===== src/hdl/u8u16_pkg.sv =====
// Shared types, constants and lead-byte decode for the UTF-8 to UTF-16 decoder.
// No dependencies; every module of the block imports this package.
package u8u16_pkg;

   localparam int RUN_MAX     = 4;
   localparam int QUEUE_DEPTH = 2;
   localparam int QPTR_W      = (QUEUE_DEPTH > 1) ? $clog2(QUEUE_DEPTH) : 1;
   localparam int QCNT_W      = $clog2(QUEUE_DEPTH + 1);

   localparam logic [15:0] REPLACEMENT_CHAR = 16'hFFFD;
   localparam logic [15:0] SURR_HIGH_BASE   = 16'hD800;
   localparam logic [15:0] SURR_LOW_BASE    = 16'hDC00;
   localparam logic [20:0] SUPP_BASE        = 21'h10000;

   typedef struct packed {
      logic [7:0] data_byte;
      logic       end_of_string;
   } req_type;

   typedef struct packed {
      logic [15:0] code_unit;
      logic        replaced;
      logic        last_unit;
   } rsp_type;

   // A run of bytes to decode as one complete stream; byte 0 is the oldest.
   typedef struct packed {
      logic [RUN_MAX-1:0][7:0] run_bytes;
      logic [2:0]              run_count;
   } job_type;

   // Sequence length that a lead byte announces, 0 when not a lead.
   function automatic logic [2:0] lead_len(input logic [7:0] c);
      logic [2:0] len;
      len = 3'd0;
      if ((c & 8'hE0) == 8'hC0) begin
         len = 3'd2;
      end else if ((c & 8'hF0) == 8'hE0) begin
         len = 3'd3;
      end else if ((c & 8'hF8) == 8'hF0) begin
         len = 3'd4;
      end
      return len;
   endfunction

endpackage


===== src/hdl/utf8_to_utf16_stream_decoder_unit.sv =====
// Top level of the UTF-8 to UTF-16 stream decoder.
// Depends on u8u16_pkg, u8u16_front, u8u16_job_queue and u8u16_back.
//
//   Channel  Ports                          Word
//   req      req_push, req_full, req_data   one UTF-8 byte, end-of-string flag
//   rsp      rsp_pop, rsp_empty, rsp_data   one UTF-16 code unit with flags
//
// One byte is taken per cycle while req_full is low. The back end gives one
// code unit per cycle while rsp is empty or popped; a byte giving several units
// holds that stage until all are out (two for a surrogate pair, up to three
// when a string ends inside a sequence). Bytes pass the run queue, then the
// work and rsp registers. Reset is synchronous and clears held sequence state,
// the queue and rsp. req_full rises while the two-entry run queue is full.
module utf8_to_utf16_stream_decoder_unit
   import u8u16_pkg::*;
(
   input  logic    clock,
   input  logic    reset,
   input  logic    req_push,
   output logic    req_full,
   input  req_type req_data,
   output logic    rsp_empty,
   input  logic    rsp_pop,
   output rsp_type rsp_data
);

   logic    accept;
   logic    job_valid;
   job_type job;
   logic    q_valid;
   job_type q_job;
   logic    q_pop;

   assign accept = req_push && !req_full;

   u8u16_front u_front (
      .clock     (clock),
      .reset     (reset),
      .accept    (accept),
      .req_data  (req_data),
      .job_valid (job_valid),
      .job       (job)
   );

   u8u16_job_queue u_queue (
      .clock      (clock),
      .reset      (reset),
      .push       (job_valid),
      .push_job   (job),
      .full       (req_full),
      .head_valid (q_valid),
      .head_job   (q_job),
      .pop        (q_pop)
   );

   u8u16_back u_back (
      .clock     (clock),
      .reset     (reset),
      .q_valid   (q_valid),
      .q_job     (q_job),
      .q_pop     (q_pop),
      .rsp_empty (rsp_empty),
      .rsp_pop   (rsp_pop),
      .rsp_data  (rsp_data)
   );

endmodule


===== src/hdl/u8u16_front.sv =====
// Front end: takes input words, holds open sequences and hands byte runs on.
// Depends on u8u16_pkg.
module u8u16_front
   import u8u16_pkg::*;
(
   input  logic    clock,
   input  logic    reset,
   input  logic    accept,
   input  req_type req_data,
   output logic    job_valid,
   output job_type job
);

   logic [2:0][7:0] held_ff, held_in;
   logic [1:0]      held_count_ff, held_count_in;
   logic [2:0]      seq_len_ff, seq_len_in;

   logic [7:0]              b;
   logic [2:0]              len;
   logic [2:0]              n;
   logic [RUN_MAX-1:0][7:0] run;

   always_comb begin
      b   = req_data.data_byte;
      len = lead_len(b);
      n   = {1'b0, held_count_ff} + 3'd1;
      run = {8'h00, held_ff};
      run[held_count_ff] = b;

      held_in       = held_ff;
      held_count_in = held_count_ff;
      seq_len_in    = seq_len_ff;
      job_valid     = 1'b0;
      job.run_bytes = {24'h000000, b};
      job.run_count = 3'd1;

      if (accept) begin
         if (seq_len_ff == 3'd0) begin
            if ((len != 3'd0) && !req_data.end_of_string) begin
               // open a sequence and wait for its continuations
               held_in[0]    = b;
               held_count_in = 2'd1;
               seq_len_in    = len;
            end else begin
               job_valid = 1'b1;
            end
         end else if ((n >= seq_len_ff) || req_data.end_of_string) begin
            job_valid     = 1'b1;
            job.run_bytes = run;
            job.run_count = n;
            held_count_in = 2'd0;
            seq_len_in    = 3'd0;
         end else begin
            held_in[held_count_ff] = b;
            held_count_in          = n[1:0];
         end
      end
   end

   always_ff @(posedge clock) begin
      held_ff <= held_in;
      if (reset) begin
         held_count_ff <= 2'd0;
         seq_len_ff    <= 3'd0;
      end else begin
         held_count_ff <= held_count_in;
         seq_len_ff    <= seq_len_in;
      end
   end

endmodule


===== src/hdl/u8u16_job_queue.sv =====
// Short queue of byte runs between the front end and the decode back end.
// Depends on u8u16_pkg.
module u8u16_job_queue
   import u8u16_pkg::*;
(
   input  logic    clock,
   input  logic    reset,
   input  logic    push,
   input  job_type push_job,
   output logic    full,
   output logic    head_valid,
   output job_type head_job,
   input  logic    pop
);

   job_type            slots_ff [QUEUE_DEPTH];
   logic [QPTR_W-1:0]  wr_ptr_ff, wr_ptr_in;
   logic [QPTR_W-1:0]  rd_ptr_ff, rd_ptr_in;
   logic [QCNT_W-1:0]  count_ff, count_in;

   function automatic logic [QPTR_W-1:0] ptr_next(input logic [QPTR_W-1:0] p);
      logic [QPTR_W-1:0] r;
      r = p + QPTR_W'(1);
      if (p == QPTR_W'(QUEUE_DEPTH - 1)) begin
         r = '0;
      end
      return r;
   endfunction

   assign full       = (count_ff == QCNT_W'(QUEUE_DEPTH));
   assign head_valid = (count_ff != '0);
   assign head_job   = slots_ff[rd_ptr_ff];

   always_comb begin
      wr_ptr_in = push ? ptr_next(wr_ptr_ff) : wr_ptr_ff;
      rd_ptr_in = pop  ? ptr_next(rd_ptr_ff) : rd_ptr_ff;
      count_in  = count_ff;
      if (push && !pop) begin
         count_in = count_ff + QCNT_W'(1);
      end else if (pop && !push) begin
         count_in = count_ff - QCNT_W'(1);
      end
   end

   always_ff @(posedge clock) begin
      if (push) begin
         slots_ff[wr_ptr_ff] <= push_job;
      end
      if (reset) begin
         wr_ptr_ff <= '0;
         rd_ptr_ff <= '0;
         count_ff  <= '0;
      end else begin
         wr_ptr_ff <= wr_ptr_in;
         rd_ptr_ff <= rd_ptr_in;
         count_ff  <= count_in;
      end
   end

endmodule


===== src/hdl/u8u16_back.sv =====
// Back end: walks one byte run at a time and gives one code unit per cycle
// into the result register when free or popped. Depends on u8u16_pkg.
module u8u16_back
   import u8u16_pkg::*;
(
   input  logic    clock,
   input  logic    reset,
   input  logic    q_valid,
   input  job_type q_job,
   output logic    q_pop,
   output logic    rsp_empty,
   input  logic    rsp_pop,
   output rsp_type rsp_data
);

   logic                    work_valid_ff, work_valid_in;
   logic [RUN_MAX-1:0][7:0] work_bytes_ff, work_bytes_in;
   logic [2:0]              work_left_ff, work_left_in;
   logic                    pend_ff, pend_in;
   logic [9:0]              low_ff, low_in;
   logic                    rsp_valid_ff, rsp_valid_in;
   rsp_type                 rsp_ff, rsp_in;

   logic [7:0]              c;
   logic [2:0]              len;
   logic [10:0]             cp2;
   logic [15:0]             cp3;
   logic [20:0]             cp4;
   logic [20:0]             v;
   logic                    out_ready, emit, last, finish, go_pend, rep;
   logic [15:0]             unit;
   logic [2:0]              step, left_next;
   logic [RUN_MAX-1:0][7:0] shifted;

   always_comb begin
      c   = work_bytes_ff[0];
      len = lead_len(c);
      cp2 = {c[4:0], work_bytes_ff[1][5:0]};
      cp3 = {c[3:0], work_bytes_ff[1][5:0], work_bytes_ff[2][5:0]};
      cp4 = {c[2:0], work_bytes_ff[1][5:0], work_bytes_ff[2][5:0], work_bytes_ff[3][5:0]};
      v   = cp4 - SUPP_BASE;

      unit    = {8'h00, c};
      rep     = 1'b0;
      step    = 3'd1;
      go_pend = 1'b0;
      if (pend_ff) begin
         unit = SURR_LOW_BASE + {6'b0, low_ff};
         step = 3'd0;
      end else if (c < 8'h80) begin
         unit = {8'h00, c};
      end else if ((len == 3'd0) || (len > work_left_ff)) begin
         unit = REPLACEMENT_CHAR;
         rep  = 1'b1;
      end else begin
         step = len;
         case (len)
            3'd2: unit = {5'b0, cp2};
            3'd3: unit = cp3;
            default: begin
               if (cp4[20:16] != 5'd0) begin
                  unit    = SURR_HIGH_BASE + {5'b0, v[20:10]};
                  go_pend = 1'b1;
               end else begin
                  unit = cp4[15:0];
               end
            end
         endcase
      end

      left_next = work_left_ff - step;
      last      = (left_next == 3'd0) && !go_pend;

      case (step)
         3'd0:    shifted = work_bytes_ff;
         3'd1:    shifted = {8'h00, work_bytes_ff[3:1]};
         3'd2:    shifted = {16'h0000, work_bytes_ff[3:2]};
         3'd3:    shifted = {24'h000000, work_bytes_ff[3]};
         default: shifted = '0;
      endcase

      out_ready = !rsp_valid_ff || rsp_pop;
      emit      = work_valid_ff && out_ready;
      finish    = emit && last;
      q_pop     = q_valid && (!work_valid_ff || finish);

      work_valid_in = work_valid_ff;
      work_bytes_in = work_bytes_ff;
      work_left_in  = work_left_ff;
      pend_in       = pend_ff;
      low_in        = low_ff;
      if (emit) begin
         // advance past the bytes just used
         work_valid_in = !last;
         work_bytes_in = shifted;
         work_left_in  = left_next;
         pend_in       = go_pend;
         if (go_pend) begin
            low_in = v[9:0];
         end
      end
      if (q_pop) begin
         work_valid_in = 1'b1;
         work_bytes_in = q_job.run_bytes;
         work_left_in  = q_job.run_count;
         pend_in       = 1'b0;
      end

      rsp_valid_in = rsp_valid_ff;
      rsp_in       = rsp_ff;
      if (emit) begin
         rsp_valid_in       = 1'b1;
         rsp_in.code_unit   = unit;
         rsp_in.replaced    = rep;
         rsp_in.last_unit   = last;
      end else if (rsp_pop) begin
         rsp_valid_in = 1'b0;
      end
   end

   assign rsp_empty = !rsp_valid_ff;
   assign rsp_data  = rsp_ff;

   always_ff @(posedge clock) begin
      work_bytes_ff <= work_bytes_in;
      work_left_ff  <= work_left_in;
      low_ff        <= low_in;
      rsp_ff        <= rsp_in;
      if (reset) begin
         work_valid_ff <= 1'b0;
         pend_ff       <= 1'b0;
         rsp_valid_ff  <= 1'b0;
      end else begin
         work_valid_ff <= work_valid_in;
         pend_ff       <= pend_in;
         rsp_valid_ff  <= rsp_valid_in;
      end
   end

endmodule

===== config.mk =====
export PLATFORM = sky130hd
export DESIGN_NAME = utf8_to_utf16_stream_decoder_unit
export DESIGN_NICKNAME = d
export VERILOG_FILES = /design/src/hdl/u8u16_pkg.sv /design/src/hdl/utf8_to_utf16_stream_decoder_unit.sv /design/src/hdl/u8u16_front.sv /design/src/hdl/u8u16_job_queue.sv /design/src/hdl/u8u16_back.sv
export SDC_FILE = /design/constraint.sdc
export NUM_CORES = 1
export LEC_CHECK = 0
export BUFFER_PORTS_ARGS = -buffer_cell sky130_fd_sc_hd__buf_2
export CAP_MARGIN = 15
export CORE_MARGIN = 3
export CORE_UTILIZATION = 50
export CTS_CLUSTER_DIAMETER = 30
export CTS_CLUSTER_SIZE = 14
export DETAILED_ROUTE_END_ITERATION = 6
export GPL_TIMING_DRIVEN = 0
export HOLD_SLACK_MARGIN = 0.15
export PLACE_DENSITY = 0.67
export SLEW_MARGIN = 5
export SYNTH_ARGS = -nofsm -noshare
export SYNTH_HDL_FRONTEND = slang
export SYNTH_SLANG_ARGS = --single-unit

===== constraint.sdc =====
create_clock -name clock -period 12 [get_ports clock]
set_input_delay 0.6 -clock clock [delete_from_list [all_inputs] [get_ports clock]]
set_output_delay 0.6 -clock clock [all_outputs]
set_load 0.1 [all_outputs]

# Yosys cells after proc, flatten, opt, wreduce, memory -nomap -nowiden
# Memory sizes are Yosys's and may differ from the RTL's. A register that Yosys moved wholly into a read port is not among the register bits.
# Cells that the tools add are included.
[totals]
register_bits = 99
latch_bits = 0
ram_bits = 70
mem_count = 1
word_cells = 150
mem_bits_ro = 0
[op_classes]
shift = 0
reduce_logical = 41
bitwise_logic = 2
mul = 0
add_sub_neg = 9
n_lt_le_gt_ge = 5
n_div = 0
n_eq_ne = 15
muxes = 57
[mem_list]
columns = ["name", "depth", "width", "read_ports", "rd_ports_with_merged_regs", "write_ports", "line_no", "source"]
rows = [
  ["u_queue.slots_ff", 2, 35, 1, 1, 1, "u8u16_job_queue.sv:16", "job_type slots_ff [QUEUE_DEPTH];"],
]
[ops]
columns = ["op", "count"]
rows = [
  ["one-hot mux 32 bit (4 select lines)", 1],
  ["two-way mux 35 bit", 3],
  ["two-way mux 16 bit", 4],
  ["two-way mux 32 bit", 2],
  ["two-way mux 3 bit", 14],
  ["bitwise mux 32 bit", 1],
  ["two-way mux 8 bit", 4],
  ["one-hot mux 16 bit (2 select lines)", 1],
  ["bitwise mux 24 bit", 1],
  ["subtractor 21 x 17 -> 21 bit, second input constant", 1],
  ["two-way mux 1 bit", 20],
  ["adder 15 x 11 -> 16 bit, first input constant", 1],
  ["adder 15 x 12 -> 16 bit, first input constant", 1],
  ["demux 8 bit (select 2 bit)", 1],
  ["== test 3 x 2 -> 1 bit, second input constant", 4],
  ["logical NOT 3 bit", 4],
  ["== test 5 bit, second input constant", 2],
  ["two-way mux 2 bit", 5],
  ["nonzero test 2 bit", 5],
  ["logical AND 1 bit", 9],
  ["AND reduction 3 bit", 3],
  ["== test 4 bit, second input constant", 2],
  ["logical NOT 1 bit", 8],
  ["less-than comparator 8 bit, second input constant", 1],
  ["20 further kinds", 31],
]

# Depth between registers and ports, before layout
# Gate-level depths: netlist of the first run.
[logic_depth]
depth_word = 18
depth_mapped = 23

# Cells and area by module
# Synthesis of the first run repeated with hierarchy kept, for this count alone.
[hier_totals]
hier_cells = 646
area_unflattened_um2 = 8280.4
[by_module_without_submodules]
columns = ["mod", "cells_per_inst", "area_per_inst_um2", "instances"]
rows = [
  ["u8u16_back", 371, 3749.8, 1],
  ["u8u16_job_queue", 131, 2745.1, 1],
  ["u8u16_front", 143, 1771.7, 1],
  ["utf8_to_utf16_stream_decoder_unit", 1, 13.8, 1],
]

# Worst setup path before layout of the first run
# No wires, ideal clock.
[synth_path]
kind = "reg-to-reg"
start = "reg u_back.work_bytes_ff, in the netlist u_back.c[7]"
end = "reg u_back.work_bytes_ff, in the netlist u_back.c[0] (enable)"
path_stages_with_launch = 19
n_path_buf = 5
setup_time_ps = 658
t_arrival_ps = 4953
period_less_slack_ps = 5610
path_slack_ps = 6390
path_cell_list = "edfxtp_1 -> clkbuf_1 -> and4b_1 -> clkbuf_1 -> nor2_1 -> inv_1 -> clkbuf_1 -> ha_1 -> and3_1 -> a21oi_1 -> nor3_1 -> fa_1 -> xor2_1 -> and4b_1 -> a211oi_1 -> o32a_1 -> buf_6 -> buf_2 -> o21ai_0"
[synth_between]
elab_chain_len = 17
[synth_lines]
columns = ["item", "line_no", "source"]
rows = [
  ["start, declared", "u8u16_back.sv:17", "logic [RUN_MAX-1:0][7:0] work_bytes_ff, work_bytes_in;"],
  ["start signal, assigned", "u8u16_back.sv:125", "work_bytes_ff <= work_bytes_in;"],
  ["== test 5 bit", "u8u16_pkg.sv:40", "end else if ((c & 8'hF8) == 8'hF0) begin"],
  ["two-way mux 3 bit", "u8u16_pkg.sv:40", ""],
  ["two-way mux 3 bit", "u8u16_pkg.sv:38", "end else if ((c & 8'hF0) == 8'hE0) begin"],
  ["two-way mux 3 bit", "u8u16_pkg.sv:36", "if ((c & 8'hE0) == 8'hC0) begin"],
  ["> comparator 3 bit, or another cell as far along", "u8u16_back.sv:52", "end else if ((len == 3'd0) || (len > work_left_ff)) begin"],
  ["logical OR 1 bit / OR reduction 2 bit (equally long branches)", "-", ""],
  ["two-way mux 3 bit / two-way mux 1 bit (equally long branches)", "u8u16_back.sv:52, u8u16_back.sv:57", ""],
  ["two-way mux 3 bit / two-way mux 1 bit (equally long branches)", "u8u16_back.sv:50, u8u16_back.sv:52", ""],
  ["two-way mux 3 bit / two-way mux 1 bit (equally long branches)", "u8u16_back.sv:47, u8u16_back.sv:50", ""],
  ["subtractor 3 bit / two-way mux 1 bit (equally long branches)", "u8u16_back.sv:71, u8u16_back.sv:47", ""],
  ["logical NOT 3 bit / logical NOT 1 bit (equally long branches)", "u8u16_back.sv:72", "last = (left_next == 3'd0) && !go_pend;"],
  ["logical AND 1 bit", "u8u16_back.sv:72", ""],
  ["logical AND 1 bit", "u8u16_back.sv:84", "finish = emit && last;"],
  ["logical OR 1 bit", "u8u16_back.sv:85", "q_pop = q_valid && (!work_valid_ff || finish);"],
  ["logical AND 1 bit", "u8u16_back.sv:85", ""],
  ["!= test 2 bit (no line) / nonzero test 2 bit (equally long branches)", "-", ""],
  ["AND reduction 2 bit (no line) *", "-", ""],
]
# Every way passes the cells marked *; elsewhere a longest branch is shown, timed or not.
# A chain may end at the register's enable or synchronous reset.

# Final worst setup path of the first run
[layout_path]
start = "reg u_back.work_bytes_ff, in the netlist u_back.c[7]"
end = "reg u_queue.count_ff[1]"
[layout_between]
elab_chain_len = 18
[layout_lines]
columns = ["item", "line_no", "source"]
rows = [
  ["== test 5 bit", "u8u16_pkg.sv:40", ""],
  ["two-way mux 3 bit", "u8u16_pkg.sv:40", ""],
  ["two-way mux 3 bit", "u8u16_pkg.sv:38", ""],
  ["two-way mux 3 bit", "u8u16_pkg.sv:36", ""],
  ["> comparator 3 bit, or another cell as far along", "u8u16_back.sv:52", ""],
  ["logical OR 1 bit / OR reduction 2 bit (equally long branches)", "-", ""],
  ["two-way mux 3 bit / two-way mux 1 bit (equally long branches)", "u8u16_back.sv:52, u8u16_back.sv:57", ""],
  ["two-way mux 3 bit / two-way mux 1 bit (equally long branches)", "u8u16_back.sv:50, u8u16_back.sv:52", ""],
  ["(+2 left out)", "-", ""],
  ["logical NOT 3 bit / logical NOT 1 bit (equally long branches)", "u8u16_back.sv:72", ""],
  ["logical AND 1 bit *", "u8u16_back.sv:72", ""],
  ["logical AND 1 bit *", "u8u16_back.sv:84", ""],
  ["logical OR 1 bit *", "u8u16_back.sv:85", ""],
  ["logical AND 1 bit *", "u8u16_back.sv:85", ""],
  ["logical NOT 1 bit", "u8u16_job_queue.sv:38", "if (push && !pop) begin"],
  ["logical AND 1 bit", "u8u16_job_queue.sv:38", ""],
  ["two-way mux 2 bit / nonzero test 2 bit (equally long branches)", "-", ""],
  ["end signal, assigned", "u8u16_job_queue.sv:56", "count_ff <= count_in;"],
  ["end, declared", "u8u16_job_queue.sv:19", "logic [QCNT_W-1:0] count_ff, count_in;"],
]
# Marks and branches as above.

==> results.toml, run 1 <==
[finish]
diodes = 0
drive_gt1_share_pct = 18.0
final_nets = 671
syn_to_final_growth_pct = 13.9

[clocking]
cts_buffer_depth = 2
h-tree-depth = 4
postCtsSetupBuffers = 0
clock_latency_ns = 0.43
clk_pin_slew_worst_paths_ns = 0.06
cts_tree = "built"
clock-sinks = 170
root_buffer = "clkbuf_16"
cts_resized = 0
ctsHoldBuffers = 0
numCtsBuffers = 17

[synth]
synth_area_leaders = "edfxtp_1 (59%), mux2i_1 (8.3%), mux2_2 (5.0%)"
syn_nets = 616
ys_seq_area_share_pct = 62.5
synth_top_area_cell = "edfxtp_1"
synth_edf_count = 157
async_reset_ff_share_pct = 0
ys.warnings.count = 0
synth_area_mm2 = 0.00796
syn_inst = 589
synth_top_flop_cell = "edfxtp_1"
ys_types = 55
netlist.area_leader.share_pct = 59.2
avgSynthCellArea_um2 = 13.5
ys_seq_elements = 170

[placement]
port_buffers = 32
gp_congestion = 0.901
dp_hpwl_um = 12400

[die]
die_x_um = 132
die_h_um = 132
initial_utilization_pct = 51.8
dieArea_mm2 = 0.0175
pin_count = 33
core_area_mm2 = 0.0154
placementRows = 45

[critical_path]
crit_chain = "clkbuf_1, and4b_1, clkbuf_1, nor2_1, inv_1, clkbuf_1, ha_1, and3_1, a21oi_1, nor3_1, fa_1, xor2_1, and4b_1, a211oi_1, o32a_1, buf_6, buf_6, buf_6, ha_1, or3_1, a21oi_1"
timing.rr.start = "u_back.c[7]"
slowest_delay_ns = 0.52
crit_arrival_ns = 6.27
r2r-end = "u_queue.count_ff[1]"
critical_path_class = "register to register"
rrSetupSlack_ns = 6.09
required_ns = 12.36
reg2reg_depth = 21
crit_buf_inv = 7
cp_top_family = "buffers and inverters"
critPathLaunchType = "register"
crit_path_end_kind = "register"
crit_fanout = 10
cp_slowest_cell = "a211oi_1"

[drt]
wire_per_inst_um = 19.9
drt-initial-drc-count = 481
dr_total_vias = 4964
totalWireLength_um = 17300
viasPerCell = 5.72
topRoutingLayerUsed = "met4"
first_pass_iters = 5
drc = 0
wl_met1_um = 7560
route.met3.wl_um = 595
antenna_left = 0
wl_met2_um = 8750

[power_and_ir_drop]
p_per_area_mw_per_mm2 = 276
ir_drop_mv = 0.135
design_power_total_uw = 2500
p_leak_uw = 0.00340

[grt]
antenna_found_initial = 0
grt_pass1_vias = 5005
grt_max_degree = 36
grt_remaining_overflow = 0
track_usage_pct = 20.5
grt_pass1_wl_um = 27900

[sta]
min_period_ns = 5.91
fin_tns_setup_ns = 0
maxSlewHeadroom_pct = 30.5
rsz0062_at_grt = "no"
max_freq_mhz = 169
maxSlewViolCount = 0
fin_crit_sh_pct = 49.3
hold_violations = 0
setup_violations = 0
skew_ns = 0.00793
tightest_slew_ns = 1.02

[worst_hold_path]
min_from = "reset"
worstHoldPathCells = 3
hold_path_end = "u_back.pend_ff"
min_path_type = "input pin to register"

[status]
status = "finished, final reports clean"

[flow_run]
cap_viol_max_count = 0
-- worst reg2reg max path, stage by stage (launching register included) --
cell	delay, ns
edfxtp_1	0.32
clkbuf_1	0.31
and4b_1	0.24
clkbuf_1	0.26
nor2_1	0.17
inv_1	0.17
clkbuf_1	0.42
ha_1	0.33
and3_1	0.20
a21oi_1	0.41
nor3_1	0.17
fa_1	0.46
xor2_1	0.18
and4b_1	0.18
a211oi_1	0.52
o32a_1	0.27
buf_6	0.12
buf_6	0.17
buf_6	0.15
ha_1	0.27
or3_1	0.38
a21oi_1	0.14
-- layer usage --
metal | vias up | global-route usage (%)
li1 | 2377 | -
met1 | 2425 | 26.6
met2 | 133 | 34.6
met3 | 29 | 3.74
met4 | 0 | 7.29
met5 | - | 0
-- cells in the mapped netlist (4+ instances only) --
cell / count
a211oi_1: 5
a21o_1: 5
a21oi_1: 12
a221oi_1: 4
a222oi_1: 5
a22oi_1: 14
a32oi_1: 4
and2_1: 11
and3_1: 20
buf_6: 5
clkbuf_1: 28
dfxtp_1: 13
edfxtp_1: 157
ha_1: 13
inv_1: 23
mux2_2: 35
mux2i_1: 66
nand2_1: 38
nand2b_1: 4
nor2_1: 31
nor2b_1: 4
nor3_1: 6
o21ai_0: 30
o22ai_1: 5
or3_1: 4
-- registers in the layout, summed over array words and instances, names as in the netlist, named ones only --
signal	count
u_back.work_left_ff	3
u_queue.wr_ptr_ff	1
u_back.cp3	6
u_back.pend_ff	1
u_back.work_valid_ff	1
u_front.held_ff	24
u_queue.count_ff	2
u_back.rsp_data	18
u_back.work_bytes_ff	6
u_queue.rd_ptr_ff	1
u_back.c	8
u_front.seq_len_ff	3
u_front.held_count_ff	2
u_back.cp4	6
u_back.cp2	6
u_back.low_ff	10
u_back.rsp_valid_ff	1
u_queue.slots_ff	70
-- worst max-delay path by stage --
stage / start / end / slack [ns] / cells past startpoint
2_1_floorplan: u_back.c[7] / u_back.c[0] / 6.39 / 18
3_3_place_gp: u_back.c[7] / u_back.cp3[1] / 4.81 / 18
3_5_place_dp: u_back.c[7] / u_queue.count_ff[1] / 6.13 / 21
4_1_cts: u_back.c[7] / u_queue.count_ff[1] / 6.07 / 21
5_1_grt: u_back.c[7] / u_queue.count_ff[1] / 5.70 / 21
6_report: u_back.c[7] / u_queue.count_ff[1] / 6.09 / 21
-- cells in the final DEF (no fill, tap or decap), drive strengths merged, types with 2 or more instances in the layout --
cell type / instances
nor3: 8
edfxtp: 157
a221oi: 4
a31oi: 3
nor2b: 4
clkinvlp: 2
and4b: 3
bufinv: 2
inv: 28
xor2: 3
o32ai: 2
mux2i: 66
dfxtp: 13
ha: 13
or3: 4
and2: 12
a22o: 3
o22ai: 5
o211ai: 3
nand2b: 4
a21oi: 12
clkbuf: 45
o21ai: 30
nand3b: 2
a21o: 5
or4: 2
o311ai: 2
xnor2: 2
nor2: 31
a211oi: 5
a222oi: 5
buf: 43
mux2: 36
nand2: 39
a32oi: 4
and3: 20
clkinv: 6
a22oi: 14
-- metrics by stage --
| step | worst slack, ns | hold slack (ns) | instance area [um^2] | util (%) | instances |
|---|---|---|---|---|---|
| floorplan | 6.39 | 0.452 | 7960 | - | 589 |
| global placement | 4.81 | 0.464 | 8380 | 54.5 | 832 |
| detailed placement | 6.13 | 0.480 | 8470 | 55.1 | 836 |
| CTS | 6.07 | 0.461 | 9060 | 58.9 | 868 |
| global route | 5.70 | 0.499 | 9060 | 58.9 | 868 |
| finish | 6.09 | 0.476 | 9060 | 58.9 | 868 |
-- power breakdown --
part	total, uW	leakage [uW]	switching (uW)	internal [uW]
registers	970	0.00160	110	861
clock network	549	0.000285	238	310
logic	980	0.00151	652	328
total	2500	0.00340	1000	1500
-- cell type report --
cell class | count | area, um^2
repair buffers | 36 | 230
plain buffers | 35 | 171
flip-flops and latches | 170 | 4970
clock inverters | 15 | 164
fillers | 1242 | 6310
clock buffers | 17 | 425
multi-input cells | 361 | 2750
inverters | 23 | 86.3
well taps | 211 | 264
-- cell families (layout without fill, tap and decap cells) --
group / count (synthesis) / in the layout / share of synthesized area [%]
flip-flops: 170 / 170 / 62.5
XOR/XNOR: 5 / 5 / 0.550
buffers and inverters: 58 / 126 / 3.24
adder cells (fa/ha/maj): 14 / 14 / 2.30
AND/OR/NAND/NOR: 134 / 134 / 8.82
multiplexers: 102 / 102 / 13.4
AO/OA/AOI/OAI: 106 / 106 / 9.15
Note: power is estimated with default switching activity, not from simulation.
==> run 2: changes to the inputs <==
Settings changed: PLACE_DENSITY 0.67 to 0.69.
Clock period 12 ns to 5.32 ns, I/O delays scaled along.
==> results.toml, run 2 (synthesized netlist as in run 1, its figures left out) <==
[grt]
met1_usage_pct = 25.2
grt_pass1_wl_um = 27700
grt_remaining_overflow = 0
met3_usage_pct = 3.97
grt_max_degree = 36
grt.busiest_layer = "met2"
antenna_found_initial = 0
use_met2_pct = 34.5
grt_pass1_vias = 5109
track_usage_pct = 20.4

[sta]
tightest_slew_ns = 1.04
hold_violations = 0
skew_ns = 0.00794
worst_slack_ns = 0.346
max_freq_mhz = 201
min_period_ns = 4.97
rsz0062_at_grt = "no"
maxSlewHeadroom_pct = 28.8
whs_ns = 0.163
setup_violations = 0
fin_crit_sh_pct = 93.5
maxSlewViolCount = 0

[placement]
dp_hpwl_um = 12600
post-place-ws_ns = -0.661
placed_area_mm2 = 0.00847
port_buffers = 32
placedCellCount = 836
gp_congestion = 0.895

[finish]
drive_gt1_share_pct = 20.0
final_nets = 674
largest_register_ffs = 70
final_cell_mix = "edfxtp_1 (157), mux2i_1 (66), nand2_1 (38)"
stdcell_count = 871
syn_to_final_growth_pct = 14.4
register_area_mm2 = 0.00497
diodes = 0
final_common_cell = "edfxtp_1"
fill_cells = 1240
design_area_mm2 = 0.00910
largest_register = "u_queue.slots_ff"
multi_input_area_mm2 = 0.00279

[critical_path]
crit_arrival_ns = 5.32
cp_slowest_cell = "fa_1"
cp_top_family = "simple AND/OR/NAND/NOR gates"
reg2reg_depth = 18
crit_chain = "and4b_2, nor2_4, inv_2, ha_1, and3_1, a21o_4, a31oi_1, ha_1, fa_1, nand2_1, or3b_2, o32a_1, buf_6, buf_6, buf_6, ha_1, or3_1, a21oi_1"
crit_cells = 18
required_ns = 5.67
timing.rr.start = "u_back.c[5]"
crit_path_end_kind = "register"
critical_path_class = "register to register"
crit_start = "u_back.c[5]"
crit_fanout = 14
slowest_delay_ns = 0.55
crit_buf_inv = 4
critPathLaunchType = "register"

[power_and_ir_drop]
power_frac_seq_pct = 39.0
p_leak_uw = 0.00342
p_comb_share_pct = 40.6
design_power_total_uw = 5630
p_sw_uw = 2250
clockPowerShare_pct = 20.4
p_int_uw = 3380
p_per_area_mw_per_mm2 = 618
switching_share_pct = 40.0
ir_drop_mv = 0.309

[drt]
totalWireLength_um = 17300
first_pass_iters = 7
antenna_left = 0
drt-initial-drc-count = 324
wire_per_inst_um = 19.9
drc = 4
dr_total_vias = 4988
viasPerCell = 5.73

[status]
violations = "design-rule violations"
status = "finished with violations"

[clocking]
cts_tree = "built"
cts_buffer_depth = 2
root_buffer = "clkbuf_16"
h-tree-depth = 4
clk_pin_slew_worst_paths_ns = 0.06
clock_latency_ns = 0.42
numCtsBuffers = 17
clock-sinks = 170

[die]
dieArea_mm2 = 0.0175
die_x_um = 132
initial_utilization_pct = 51.8
die_h_um = 132
pin_count = 33
placementRows = 45
core_area_mm2 = 0.0154

[worst_hold_path]
min_from = "reset"
worstHoldPathCells = 3
min_path_type = "input pin to register"

[flow_run]
cap_viol_max_count = 0
-- run 2: changes by cell type in the layout (fill, tap and decap cells not counted), moves of 2 or more --
| cell | previous run | this run |
|---|---|---|
| clkbuf_1 | 28 | 25 |
| a21oi_1 | 12 | 10 |
| inv_6 | 3 | 1 |
| a211oi_1 | 5 | 3 |
| a21oi_2 | 0 | 2 |
| buf_4 | 2 | 9 |
| a211oi_2 | 0 | 2 |
-- run 2: power by group through the flow --
| stage | logic (uW) | clock network [uW] | registers [uW] |
|---|---|---|---|
| global route | 2470 | 1230 | 2220 |
| detailed placement | 2210 | 0 | 2210 |
| global placement | 2110 | 0 | 2220 |
| finish | 2280 | 1150 | 2190 |
| floorplan | 1290 | 0 | 2540 |
| CTS | 2240 | 1170 | 2200 |
-- run 2: timing repair --
item,in CTS,in global routing
endpoints found under the setup margin,73,14
hold buffers,0,0
gates resized for setup,7,3
pin swaps,1,0
cloned,0,0
buffers inserted,2,5
-- run 2: path summary, 6_finish.rpt --
kind / endpoint / slack [ns]
worst max-delay path: u_queue.count_ff[1] / 0.35
worst min register to register: u_back.rsp_valid_ff / 0.50
worst max register to register: u_queue.count_ff[1] / 0.35
worst min-delay path: u_back.pend_ff / 0.16
-- run 2: worst register-to-register path, cell delays in order (launching register included) --
cell and delay (ns):
edfxtp_1 0.47, and4b_2 0.34, nor2_4 0.18, inv_2 0.15, ha_1 0.33, and3_1 0.25, a21o_4 0.16, a31oi_1 0.12
ha_1 0.25, fa_1 0.55, nand2_1 0.08, or3b_2 0.46, o32a_1 0.31, buf_6 0.13, buf_6 0.15, buf_6 0.15
ha_1 0.31, or3_1 0.37, a21oi_1 0.14
-- run 2: area by class of cell --
type | count | share of cell area [%]
Timing Repair Buffer | 43 | 3.11
Inverter | 23 | 0.948
Multi-Input combinational cell | 361 | 30.6
Tap cell | 211 | 2.90
Buffer | 31 | 1.72
Sequential cell | 170 | 54.7
Clock buffer | 18 | 4.71
Clock inverter | 14 | 1.35
-- run 2: metrics by stage --
| stage | setup TNS [ns] | util (%) |
|---|---|---|
| after floorplan | 0 | - |
| after global placement | -18.99 | 54.6 |
| after detailed placement | -20.78 | 55.1 |
| after CTS | 0 | 58.8 |
| after global routing | 0 | 59.2 |
| final | 0 | 59.2 |
-- run 2: per-layer routing --
| metal | routed length (um) | part of all wire [%] | vias to the layer above |
|---|---|---|---|
| met2 | 8760 | 51 | 160 |
| li1 | - | - | 2369 |
| met1 | 7280 | 42 | 2408 |
| met3 | 718 | 4.1 | 51 |
| met4 | 578 | 3.3 | 0 |
| met5 | 0 | 0 | - |
